## src/hw/rtl/brf_pkg.sv

```systemverilog
// Package for the byte ring FIFO with peek.
// Holds the command and result word types, function codes and state codes.
// No dependencies.
package brf_pkg;

  localparam int CW = 9;

  typedef enum logic [2:0] {
    FN_WRITE     = 3'd0,
    FN_READ      = 3'd1,
    FN_RUN_READ  = 3'd2,
    FN_RUN_WRITE = 3'd3,
    FN_PEEK      = 3'd4,
    FN_CLEAR     = 3'd5
  } brf_func_t;

  typedef enum logic {
    ST_IDLE,
    ST_READ
  } brf_state_t;

  typedef struct packed {
    logic [2:0]    func;
    logic [7:0]    data_in;
    logic [CW-1:0] run_length;
    logic          run_first;
    logic [7:0]    peek_offset;
  } brf_cmd_t;

  typedef struct packed {
    logic          ok;
    logic [7:0]    data_out;
    logic [CW-1:0] peek_next;
    logic [CW-1:0] fill_level;
    logic          last;
  } brf_rsp_t;

endpackage

```

## src/hw/rtl/brf_ram.sv

```systemverilog
// Generic single-clock RAM with one write port and one registered read port.
// No dependencies.
module brf_ram #(
  parameter int WIDTH = 8,
  parameter int DEPTH = 256
) (
  input  logic                     clk,
  input  logic                     wr_en,
  input  logic [$clog2(DEPTH)-1:0] wr_addr,
  input  logic [WIDTH-1:0]         wr_data,
  input  logic                     rd_en,
  input  logic [$clog2(DEPTH)-1:0] rd_addr,
  output logic [WIDTH-1:0]         rd_data
);

  logic [WIDTH-1:0] mem [DEPTH];

  always_ff @(posedge clk) begin
    if (wr_en) begin
      mem[wr_addr] <= wr_data;
    end
    if (rd_en) begin
      rd_data <= mem[rd_addr];
    end
  end

endmodule

```

## src/hw/rtl/byte_ring_fifo_with_peek_top.sv

```systemverilog
// Top level of the byte ring FIFO with peek, run write and run read.
// Depends on brf_pkg and brf_ram.

// Each command word gives one result word, except a successful run read of one or more
// bytes, which gives one result word per byte with last set on the final one. Read and
// peek results come from the byte store, a RAM with a registered read port. In a run
// read the store is read at one address per cycle and the bytes stream out one per
// cycle behind the read, as long as the result port is not stalled. No command is taken
// while a read, peek or run read is still delivering. Writing the capacity register
// clears the FIFO; stored bytes are kept and the store needs no clearing pass
// after reset.
module byte_ring_fifo_with_peek_top #(
  parameter int DEPTH        = 256,
  parameter int MAX_RUN_READ = 64
) (
  input  logic                       clk,
  input  logic                       rst,
  input  logic                       cmd_valid,
  output logic                       cmd_stall,
  input  brf_pkg::brf_cmd_t          cmd,
  output logic                       rsp_valid,
  input  logic                       rsp_stall,
  output brf_pkg::brf_rsp_t          rsp,
  input  logic                       cfg_wen,
  input  logic [brf_pkg::CW-1:0]     cfg_wdata
);

  import brf_pkg::*;

  localparam int AW        = $clog2(DEPTH);
  localparam int PW        = (AW < CW) ? AW : CW;
  localparam int CapMax    = (DEPTH > 511) ? 511 : DEPTH;
  localparam int CapReset  = (CapMax < 256) ? CapMax : 256;
  localparam int RW        = (MAX_RUN_READ > 1) ? $clog2(MAX_RUN_READ) : 1;

  brf_state_t    state, state_next;
  logic [CW-1:0] cap, cap_next;
  logic [PW-1:0] head, head_next;
  logic [PW-1:0] tail, tail_next;
  logic [CW-1:0] held, held_next;
  logic          run_acc, run_acc_next;
  logic [CW-1:0] run_left, run_left_next;
  logic [PW-1:0] rptr, rptr_next;
  logic [RW-1:0] left, left_next;
  logic          pending, pending_next;
  logic          pend_last, pend_last_next;
  logic [CW-1:0] pend_pn, pend_pn_next;
  logic [CW-1:0] pend_fill, pend_fill_next;
  logic          rsp_valid_next;
  brf_rsp_t      rsp_next;

  logic          wr_en;
  logic [AW-1:0] wr_addr;
  logic [7:0]    wr_data;
  logic          rd_en;
  logic [AW-1:0] rd_addr;
  logic [7:0]    rd_data;

  logic          can_load;
  logic          accept;

  function automatic logic [PW-1:0] advance(input logic [PW-1:0] idx,
                                            input logic [CW-1:0] c);
    logic [CW:0] n;
    n = (CW+1)'(idx) + (CW+1)'(1);
    return (n >= {1'b0, c}) ? '0 : PW'(n);
  endfunction

  function automatic logic [PW-1:0] wrap_add(input logic [PW-1:0] idx,
                                             input logic [CW-1:0] off,
                                             input logic [CW-1:0] c);
    logic [CW:0] s;
    s = (CW+1)'(idx) + (CW+1)'(off);
    if (s >= {1'b0, c}) begin
      s = s - {1'b0, c};
    end
    return PW'(s);
  endfunction

  brf_ram #(
    .WIDTH(8),
    .DEPTH(DEPTH)
  ) u_store (
    .clk    (clk),
    .wr_en  (wr_en),
    .wr_addr(wr_addr),
    .wr_data(wr_data),
    .rd_en  (rd_en),
    .rd_addr(rd_addr),
    .rd_data(rd_data)
  );

  assign can_load  = !rsp_valid || !rsp_stall;
  assign cmd_stall = !((state == ST_IDLE) && can_load);
  assign accept    = cmd_valid && !cmd_stall;

  always_ff @(posedge clk) begin
    if (rst) begin
      state     <= ST_IDLE;
      cap       <= CW'(CapReset);
      head      <= '0;
      tail      <= '0;
      held      <= '0;
      run_acc   <= 1'b0;
      run_left  <= '0;
      left      <= '0;
      pending   <= 1'b0;
      rsp_valid <= 1'b0;
    end else begin
      state     <= state_next;
      cap       <= cap_next;
      head      <= head_next;
      tail      <= tail_next;
      held      <= held_next;
      run_acc   <= run_acc_next;
      run_left  <= run_left_next;
      left      <= left_next;
      pending   <= pending_next;
      rsp_valid <= rsp_valid_next;
    end
  end

  always_ff @(posedge clk) begin
    rptr      <= rptr_next;
    pend_last <= pend_last_next;
    pend_pn   <= pend_pn_next;
    pend_fill <= pend_fill_next;
    rsp       <= rsp_next;
  end

  always_comb begin
    logic [CW-1:0] free;
    logic [CW-1:0] rlen;
    free           = cap - held;
    rlen           = cmd.run_length;
    state_next     = state;
    cap_next       = cap;
    head_next      = head;
    tail_next      = tail;
    held_next      = held;
    run_acc_next   = run_acc;
    run_left_next  = run_left;
    rptr_next      = rptr;
    left_next      = left;
    pending_next   = pending;
    pend_last_next = pend_last;
    pend_pn_next   = pend_pn;
    pend_fill_next = pend_fill;
    rsp_valid_next = rsp_valid && rsp_stall;
    rsp_next       = rsp;
    wr_en          = 1'b0;
    wr_addr        = AW'(tail);
    wr_data        = cmd.data_in;
    rd_en          = 1'b0;
    rd_addr        = AW'(head);

    unique case (state)
      ST_IDLE: begin
        if (accept) begin
          rsp_next            = '0;
          rsp_next.last       = 1'b1;
          rsp_next.fill_level = held;
          unique case (cmd.func)
            FN_WRITE: begin
              if (held < cap) begin
                wr_en               = 1'b1;
                tail_next           = advance(tail, cap);
                held_next           = held + CW'(1);
                rsp_next.ok         = 1'b1;
                rsp_next.fill_level = held + CW'(1);
              end
              rsp_valid_next = 1'b1;
            end
            FN_READ: begin
              if (held != '0) begin
                rd_en          = 1'b1;
                head_next      = advance(head, cap);
                held_next      = held - CW'(1);
                left_next      = '0;
                pending_next   = 1'b1;
                pend_last_next = 1'b1;
                pend_pn_next   = '0;
                pend_fill_next = held - CW'(1);
                state_next     = ST_READ;
              end else begin
                rsp_valid_next = 1'b1;
              end
            end
            FN_RUN_READ: begin
              if (held == '0 || rlen > held || rlen > CW'(MAX_RUN_READ)) begin
                rsp_valid_next = 1'b1;
              end else if (rlen == '0) begin
                rsp_next.ok    = 1'b1;
                rsp_valid_next = 1'b1;
              end else begin
                rd_en          = 1'b1;
                head_next      = wrap_add(head, rlen, cap);
                held_next      = held - rlen;
                rptr_next      = advance(head, cap);
                left_next      = RW'(rlen - CW'(1));
                pending_next   = 1'b1;
                pend_last_next = (rlen == CW'(1));
                pend_pn_next   = '0;
                pend_fill_next = held - rlen;
                state_next     = ST_READ;
              end
            end
            FN_RUN_WRITE: begin
              if (cmd.run_first) begin
                if (held >= cap || rlen == '0 || rlen > free) begin
                  run_acc_next  = 1'b0;
                  run_left_next = '0;
                end else begin
                  wr_en               = 1'b1;
                  tail_next           = advance(tail, cap);
                  held_next           = held + CW'(1);
                  rsp_next.ok         = 1'b1;
                  rsp_next.fill_level = held + CW'(1);
                  run_left_next       = rlen - CW'(1);
                  run_acc_next        = (rlen != CW'(1));
                end
              end else if (run_acc && run_left != '0) begin
                if (held < cap) begin
                  wr_en               = 1'b1;
                  tail_next           = advance(tail, cap);
                  held_next           = held + CW'(1);
                  rsp_next.ok         = 1'b1;
                  rsp_next.fill_level = held + CW'(1);
                  run_left_next       = run_left - CW'(1);
                  run_acc_next        = (run_left != CW'(1));
                end else begin
                  run_acc_next  = 1'b0;
                  run_left_next = '0;
                end
              end
              rsp_valid_next = 1'b1;
            end
            FN_PEEK: begin
              if (CW'(cmd.peek_offset) < held) begin
                rd_en          = 1'b1;
                rd_addr        = AW'(wrap_add(head, CW'(cmd.peek_offset), cap));
                left_next      = '0;
                pending_next   = 1'b1;
                pend_last_next = 1'b1;
                pend_pn_next   = CW'(cmd.peek_offset) + CW'(1);
                pend_fill_next = held;
                state_next     = ST_READ;
              end else begin
                rsp_next.peek_next = CW'(cmd.peek_offset);
                rsp_valid_next     = 1'b1;
              end
            end
            FN_CLEAR: begin
              head_next           = '0;
              tail_next           = '0;
              held_next           = '0;
              run_acc_next        = 1'b0;
              run_left_next       = '0;
              rsp_next.ok         = 1'b1;
              rsp_next.fill_level = '0;
              rsp_valid_next      = 1'b1;
            end
            default: begin
              rsp_valid_next = 1'b1;
            end
          endcase
        end
        if (cfg_wen) begin
          if (cfg_wdata == '0) begin
            cap_next = CW'(1);
          end else if ({1'b0, cfg_wdata} > (CW+1)'(CapMax)) begin
            cap_next = CW'(CapMax);
          end else begin
            cap_next = cfg_wdata;
          end
          head_next     = '0;
          tail_next     = '0;
          held_next     = '0;
          run_acc_next  = 1'b0;
          run_left_next = '0;
        end
      end
      ST_READ: begin
        if (pending && can_load) begin
          rsp_next.ok         = 1'b1;
          rsp_next.data_out   = rd_data;
          rsp_next.peek_next  = pend_pn;
          rsp_next.fill_level = pend_fill;
          rsp_next.last       = pend_last;
          rsp_valid_next      = 1'b1;
          pending_next        = 1'b0;
        end
        if (left != '0 && (!pending || can_load)) begin
          rd_en          = 1'b1;
          rd_addr        = AW'(rptr);
          rptr_next      = advance(rptr, cap);
          left_next      = left - RW'(1);
          pending_next   = 1'b1;
          pend_last_next = (left == RW'(1));
        end
        if (!pending_next && left_next == '0) begin
          state_next = ST_IDLE;
        end
      end
      default: begin
        state_next = ST_IDLE;
      end
    endcase
  end

endmodule

```

## config.mk

```make
export PLATFORM = sky130hd
export DESIGN_NAME = byte_ring_fifo_with_peek_top
export DESIGN_NICKNAME = d
export VERILOG_FILES = /design/src/hw/rtl/brf_pkg.sv /design/src/hw/rtl/brf_ram.sv /design/src/hw/rtl/byte_ring_fifo_with_peek_top.sv
export SDC_FILE = /design/constraint.sdc
export NUM_CORES = 2
export LEC_CHECK = 0
export ABC_AREA = 0
export BUFFER_PORTS_ARGS = -buffer_cell sky130_fd_sc_hd__buf_2
export CAP_MARGIN = 30
export CORE_MARGIN = 5
export CORE_UTILIZATION = 39
export CTS_CLUSTER_SIZE = 30
export DETAILED_ROUTE_END_ITERATION = 10
export HOLD_SLACK_MARGIN = 0.03
export PLACE_DENSITY = 0.61
export RECOVER_POWER = 25
export SETUP_SLACK_MARGIN = 0.3
export SLEW_MARGIN = 15
export SYNTH_ARGS = -nofsm -noshare
export SYNTH_HDL_FRONTEND = slang
export SYNTH_SLANG_ARGS = --single-unit
```

## constraint.sdc

```tcl
create_clock -name clk -period 7.43 [get_ports clk]
set_input_delay 1.486 -clock clk [delete_from_list [all_inputs] [get_ports clk]]
set_output_delay 1.486 -clock clk [all_outputs]
set_load 0.02 [all_outputs]
```

==> metrics.log <==
[metrics] CTS Buf Count: 218
[metrics] number of nets produced by synthesis: 7671
[metrics] worst setup skew after layout: 0.06421 ns
[metrics] drt drc: 0
[metrics] Yosys top cell area share: 68.21%
[metrics] min-delay worst type: flop to flop
[metrics] placed cell count: 10728
[metrics] list of cells traversed by the critical path: buf_2 -> ha_1 -> inv_1 -> fa_1 -> nor2b_1 -> o31a_1 -> o31a_1 -> nor2_1 -> ha_1 -> a2111o_1 -> o21a_1 -> buf_4 -> o221ai_1 -> a2bb2oi_1 -> buf_4 -> a211oi_2 -> nand2_1 -> nor2_1 -> o21ai_1 -> o2111ai_1 -> or4_1 -> or4_1
[metrics] I/O pin count: 73
[metrics] Adder-Cell Fraction of Synth Area: 1.624%
[metrics] portion of netlist area occupied by mux cells: 1.827%
[metrics] status: finished with violations
[metrics] max-cap violations: 14
[metrics] upper clock frequency limit: 142.4 MHz
[metrics] first-pass GRT wire length: 436600 um
[metrics] Tot Pwr: 25660 uW
[metrics] delay-heaviest family, CP: compound AO/OA/AOI/OAI gates
[metrics] Worst path slowest cell: sky130_fd_sc_hd__or4_1
[metrics] signed area change from the synthesized netlist to the final layout: 14.21%
[metrics] Final Non-Filler Cells: 11141
[metrics] die outline width: 498.2 um
[metrics] cell types occupying the most area after synthesis: sky130_fd_sc_hd__edfxtp_1 (68%), sky130_fd_sc_hd__nand2_1 (7.1%), sky130_fd_sc_hd__nand3_1 (3.3%)
[metrics] largest net degree at the start of global routing: 172
[metrics] routed via count: 64811
[metrics] biggest area consumer among synthesized cells: sky130_fd_sc_hd__edfxtp_1
[metrics] count of flip-flops with a built-in enable after synthesis: 2111
[metrics] Detail Route Antenna Nets: 0
[metrics] Data required, critical path: 8.04 ns
[metrics] top cells by instance count after synthesis: sky130_fd_sc_hd__edfxtp_1 (2111), sky130_fd_sc_hd__nand2_1 (1753), sky130_fd_sc_hd__nand3_1 (607)
[metrics] H-tree Lvls: 4
[metrics] most used flip-flop cell after synthesis: sky130_fd_sc_hd__edfxtp_1
[metrics] final worst-path setup slack: 0.4093 ns
[metrics] global route overflow: 0
[metrics] number of hold-slack violations in the final timing report: 0
[metrics] Synth Warn #: 0
[metrics] CTS tree: done
[metrics] Async SR Flop Fraction: 0%
[metrics] Synth Area in XOR/XNOR: 0.7257%
[metrics] Initial DRC Count: 8162
[metrics] critical path arrival: 7.63 ns
[metrics] setup violators final: 0
[metrics] HPWL Detailed: 197100 um
[metrics] number of global-route vias before repair: 61540
[metrics] site row count: 179
[metrics] Critical Path End Type: flop
[metrics] total routing resource utilization after global routing: 23.64%
[metrics] FILL cells: 21426
[metrics] total placed instance area: 0.09930 sq mm
[metrics] compound-gate portion of the synthesized area: 8.956%
[metrics] number of search-and-repair iterations in the first detailed-routing pass: 8
[metrics] antenna violations before repair: 18
[metrics] Port-buffer cells: 72
[metrics] failing checks: max-capacitance violations, max-slew violations
[metrics] Slew headroom: -319.5%
[metrics] detailed-route wire length per cell: 27.26 um
[metrics] ratio of cells with drive above 1 in the final layout: 10.76%
[metrics] clock latency of the later-clocked register in the worst-skew pair: 0.91 ns
[metrics] floorplan die area: 0.2482 sq mm
[metrics] startpoint type of the worst setup path: primary input
[metrics] synthesized-area fraction occupied by and/or/nand/nor cells: 14.68%
[metrics] peak fanout along the critical path: 7
[metrics] layout net count: 7946
[metrics] cell with the most instances after synthesis: sky130_fd_sc_hd__edfxtp_1
[metrics] placeable core area: 0.2376 sq mm
[metrics] dominant combinational cell family by area after synthesis: simple AND/OR/NAND/NOR gates
[metrics] CTS sink count: 2164
[metrics] final count of pins violating max slew: 1220
[metrics] detail-routed via count per cell: 5.817
[metrics] final cell area excluding filler cells: 0.1061 sq mm
[metrics] worst slew pin tran: 6.292 ns
[metrics] Avg Cell Area, Syn: 12.37 sq um
[metrics] starting density of the core: 39.11%
[metrics] Lkg Pwr: 0.03642 uW
[metrics] CTS root buffer: sky130_fd_sc_hd__clkbuf_16
[metrics] maximum clock insertion buffer count: 3
[metrics] pre-CTS setup slack: -0.3678 ns
[metrics] post-synthesis instance area: 0.09293 sq mm
[metrics] aggregate negative setup slack: 0 ns
[metrics] final critical delay including setup and external delays: 7.021 ns
[metrics] Detailed Route WL: 303700 um
[metrics] number of buffers and inverters on the critical path: 4
[metrics] setup repair after global routing missed its margin: false
[metrics] critical path start-end classification: primary input to flop
[metrics] number of synthesized register bits: 2164
[metrics] Worst VDD drop: 0.0002590 V
[metrics] die height: 498.2 um
[metrics] clock transition at the register clock pins on the worst setup and hold paths after CTS: 0.06 ns
[metrics] routability congestion estimate: 0.9649
[metrics] post-synthesis instance total: 7511
[metrics] Tcrit/Tclk final: 94.49%
[metrics] Synth cell types: 97
[metrics] areal power density over the cells: 241.8 mW/mm^2
[metrics] slowest cell delay on critical path: 0.74 ns
[metrics] share of the yosys chip area belonging to registers: 69.35%
==> metal layers <==
layer	global-route usage, %	vias up	wire length, um
met1	32.99	32445	124500
met2	36.35	3340	136200
met5	0	-	53
li1	-	28390	-
met4	9.470	8	13740
met3	4.733	628	29150
==> per-stage QoR <==
stage	utilization, %	hold slack, ns
final	44.67	0.4554
after global routing	44.66	0.4908
after global placement	41.75	0.4436
after floorplan	-	0.4363
after detailed placement	41.79	0.4485
after CTS	44.70	0.4568
==> what timing repair did <==
item                       in CTS  in global routing
buffers inserted                0                  0
setup endpoints to repair       0                  3
hold buffers                    0                  0
resized for setup               0                  1
==> kinds of logic (layout without fill, tap and decap cells) <==
group                    Yosys count  in the layout
flip-flops                      2164           2164
XOR/XNOR                          77             77
AO/OA/AOI/OAI                   1290           1290
adder cells (fa/ha/maj)          117            117
buffers and inverters            555           1012
multiplexers                     167            167
other                              0              6
AND/OR/NAND/NOR                 3141           3141
==> worst min-delay path: cells and delay by family (launching register included) <==
kind	cells	cell delay, ns
AOI/OAI and AO/OA	1	0.05
DFF	1	0.31
and+or+nand+nor	1	0.05
==> power by group <==
| part | internal (uW) | switching [uW] | total (uW) |
|---|---|---|---|
| clock network | 5840 | 4820 | 10700 |
| logic | 444 | 1090 | 1530 |
| registers | 13400 | 27.1 | 13500 |
| total | 19700 | 5940 | 25700 |
==> worst paths after layout <==
kind	end	from	slack [ns]	depth (start not counted)
max	u_store.rd_data[1]	cmd[0]	0.41	22
min	run_acc	run_acc	0.46	2
max reg2reg	u_store.rd_data[1]	head[1]	0.58	20
min reg2reg	run_acc	run_acc	0.46	2
==> state kept, by name, indices dropped and copies added (netlist names), 6 cells and up <==
name	count
u_store.mem	2048
rsp	28
cap	9
held	9
pend_fill	9
pend_pn	9
run_left	9
head	8
rptr	8
tail	8
u_store.rd_data	8
left	6
==> placed cells by master, fill, tap and decap left out, types with 36 or more instances in the layout <==
cell type                   count
sky130_fd_sc_hd__nor2_1       362
sky130_fd_sc_hd__nand3_1      602
sky130_fd_sc_hd__buf_12        62
sky130_fd_sc_hd__dfxtp_1       53
sky130_fd_sc_hd__xnor2_1       54
sky130_fd_sc_hd__a21boi_0      36
sky130_fd_sc_hd__nand4_1       92
sky130_fd_sc_hd__o21ai_0      117
sky130_fd_sc_hd__buf_4        370
sky130_fd_sc_hd__nor3_1        43
sky130_fd_sc_hd__edfxtp_1    2111
sky130_fd_sc_hd__a21o_1        46
sky130_fd_sc_hd__mux2i_1      164
sky130_fd_sc_hd__a31oi_1       46
sky130_fd_sc_hd__clkinv_2      41
sky130_fd_sc_hd__a32oi_1       78
sky130_fd_sc_hd__a22oi_1       44
sky130_fd_sc_hd__clkbuf_1      65
sky130_fd_sc_hd__clkinv_1      57
sky130_fd_sc_hd__clkbuf_16    219
sky130_fd_sc_hd__and3_1       114
sky130_fd_sc_hd__a211oi_1      59
sky130_fd_sc_hd__nand2_1     1752
sky130_fd_sc_hd__buf_2         65
sky130_fd_sc_hd__ha_1         111
sky130_fd_sc_hd__inv_1         91
sky130_fd_sc_hd__a21oi_1      547
==> area by class of cell <==
class	count	area, sq um	area share (%)
diodes	6	15.01	0.01415
clock buffers	273	5723	5.392
clock inverters	129	1205	1.135
inverters	93	349.1	0.3289
multi-input cells	4792	25980	24.48
flip-flops and latches	2164	64450	60.73
well taps	3167	3963	3.733
repair buffers	517	4448	4.191
Power figures use the tool's default switching activity.
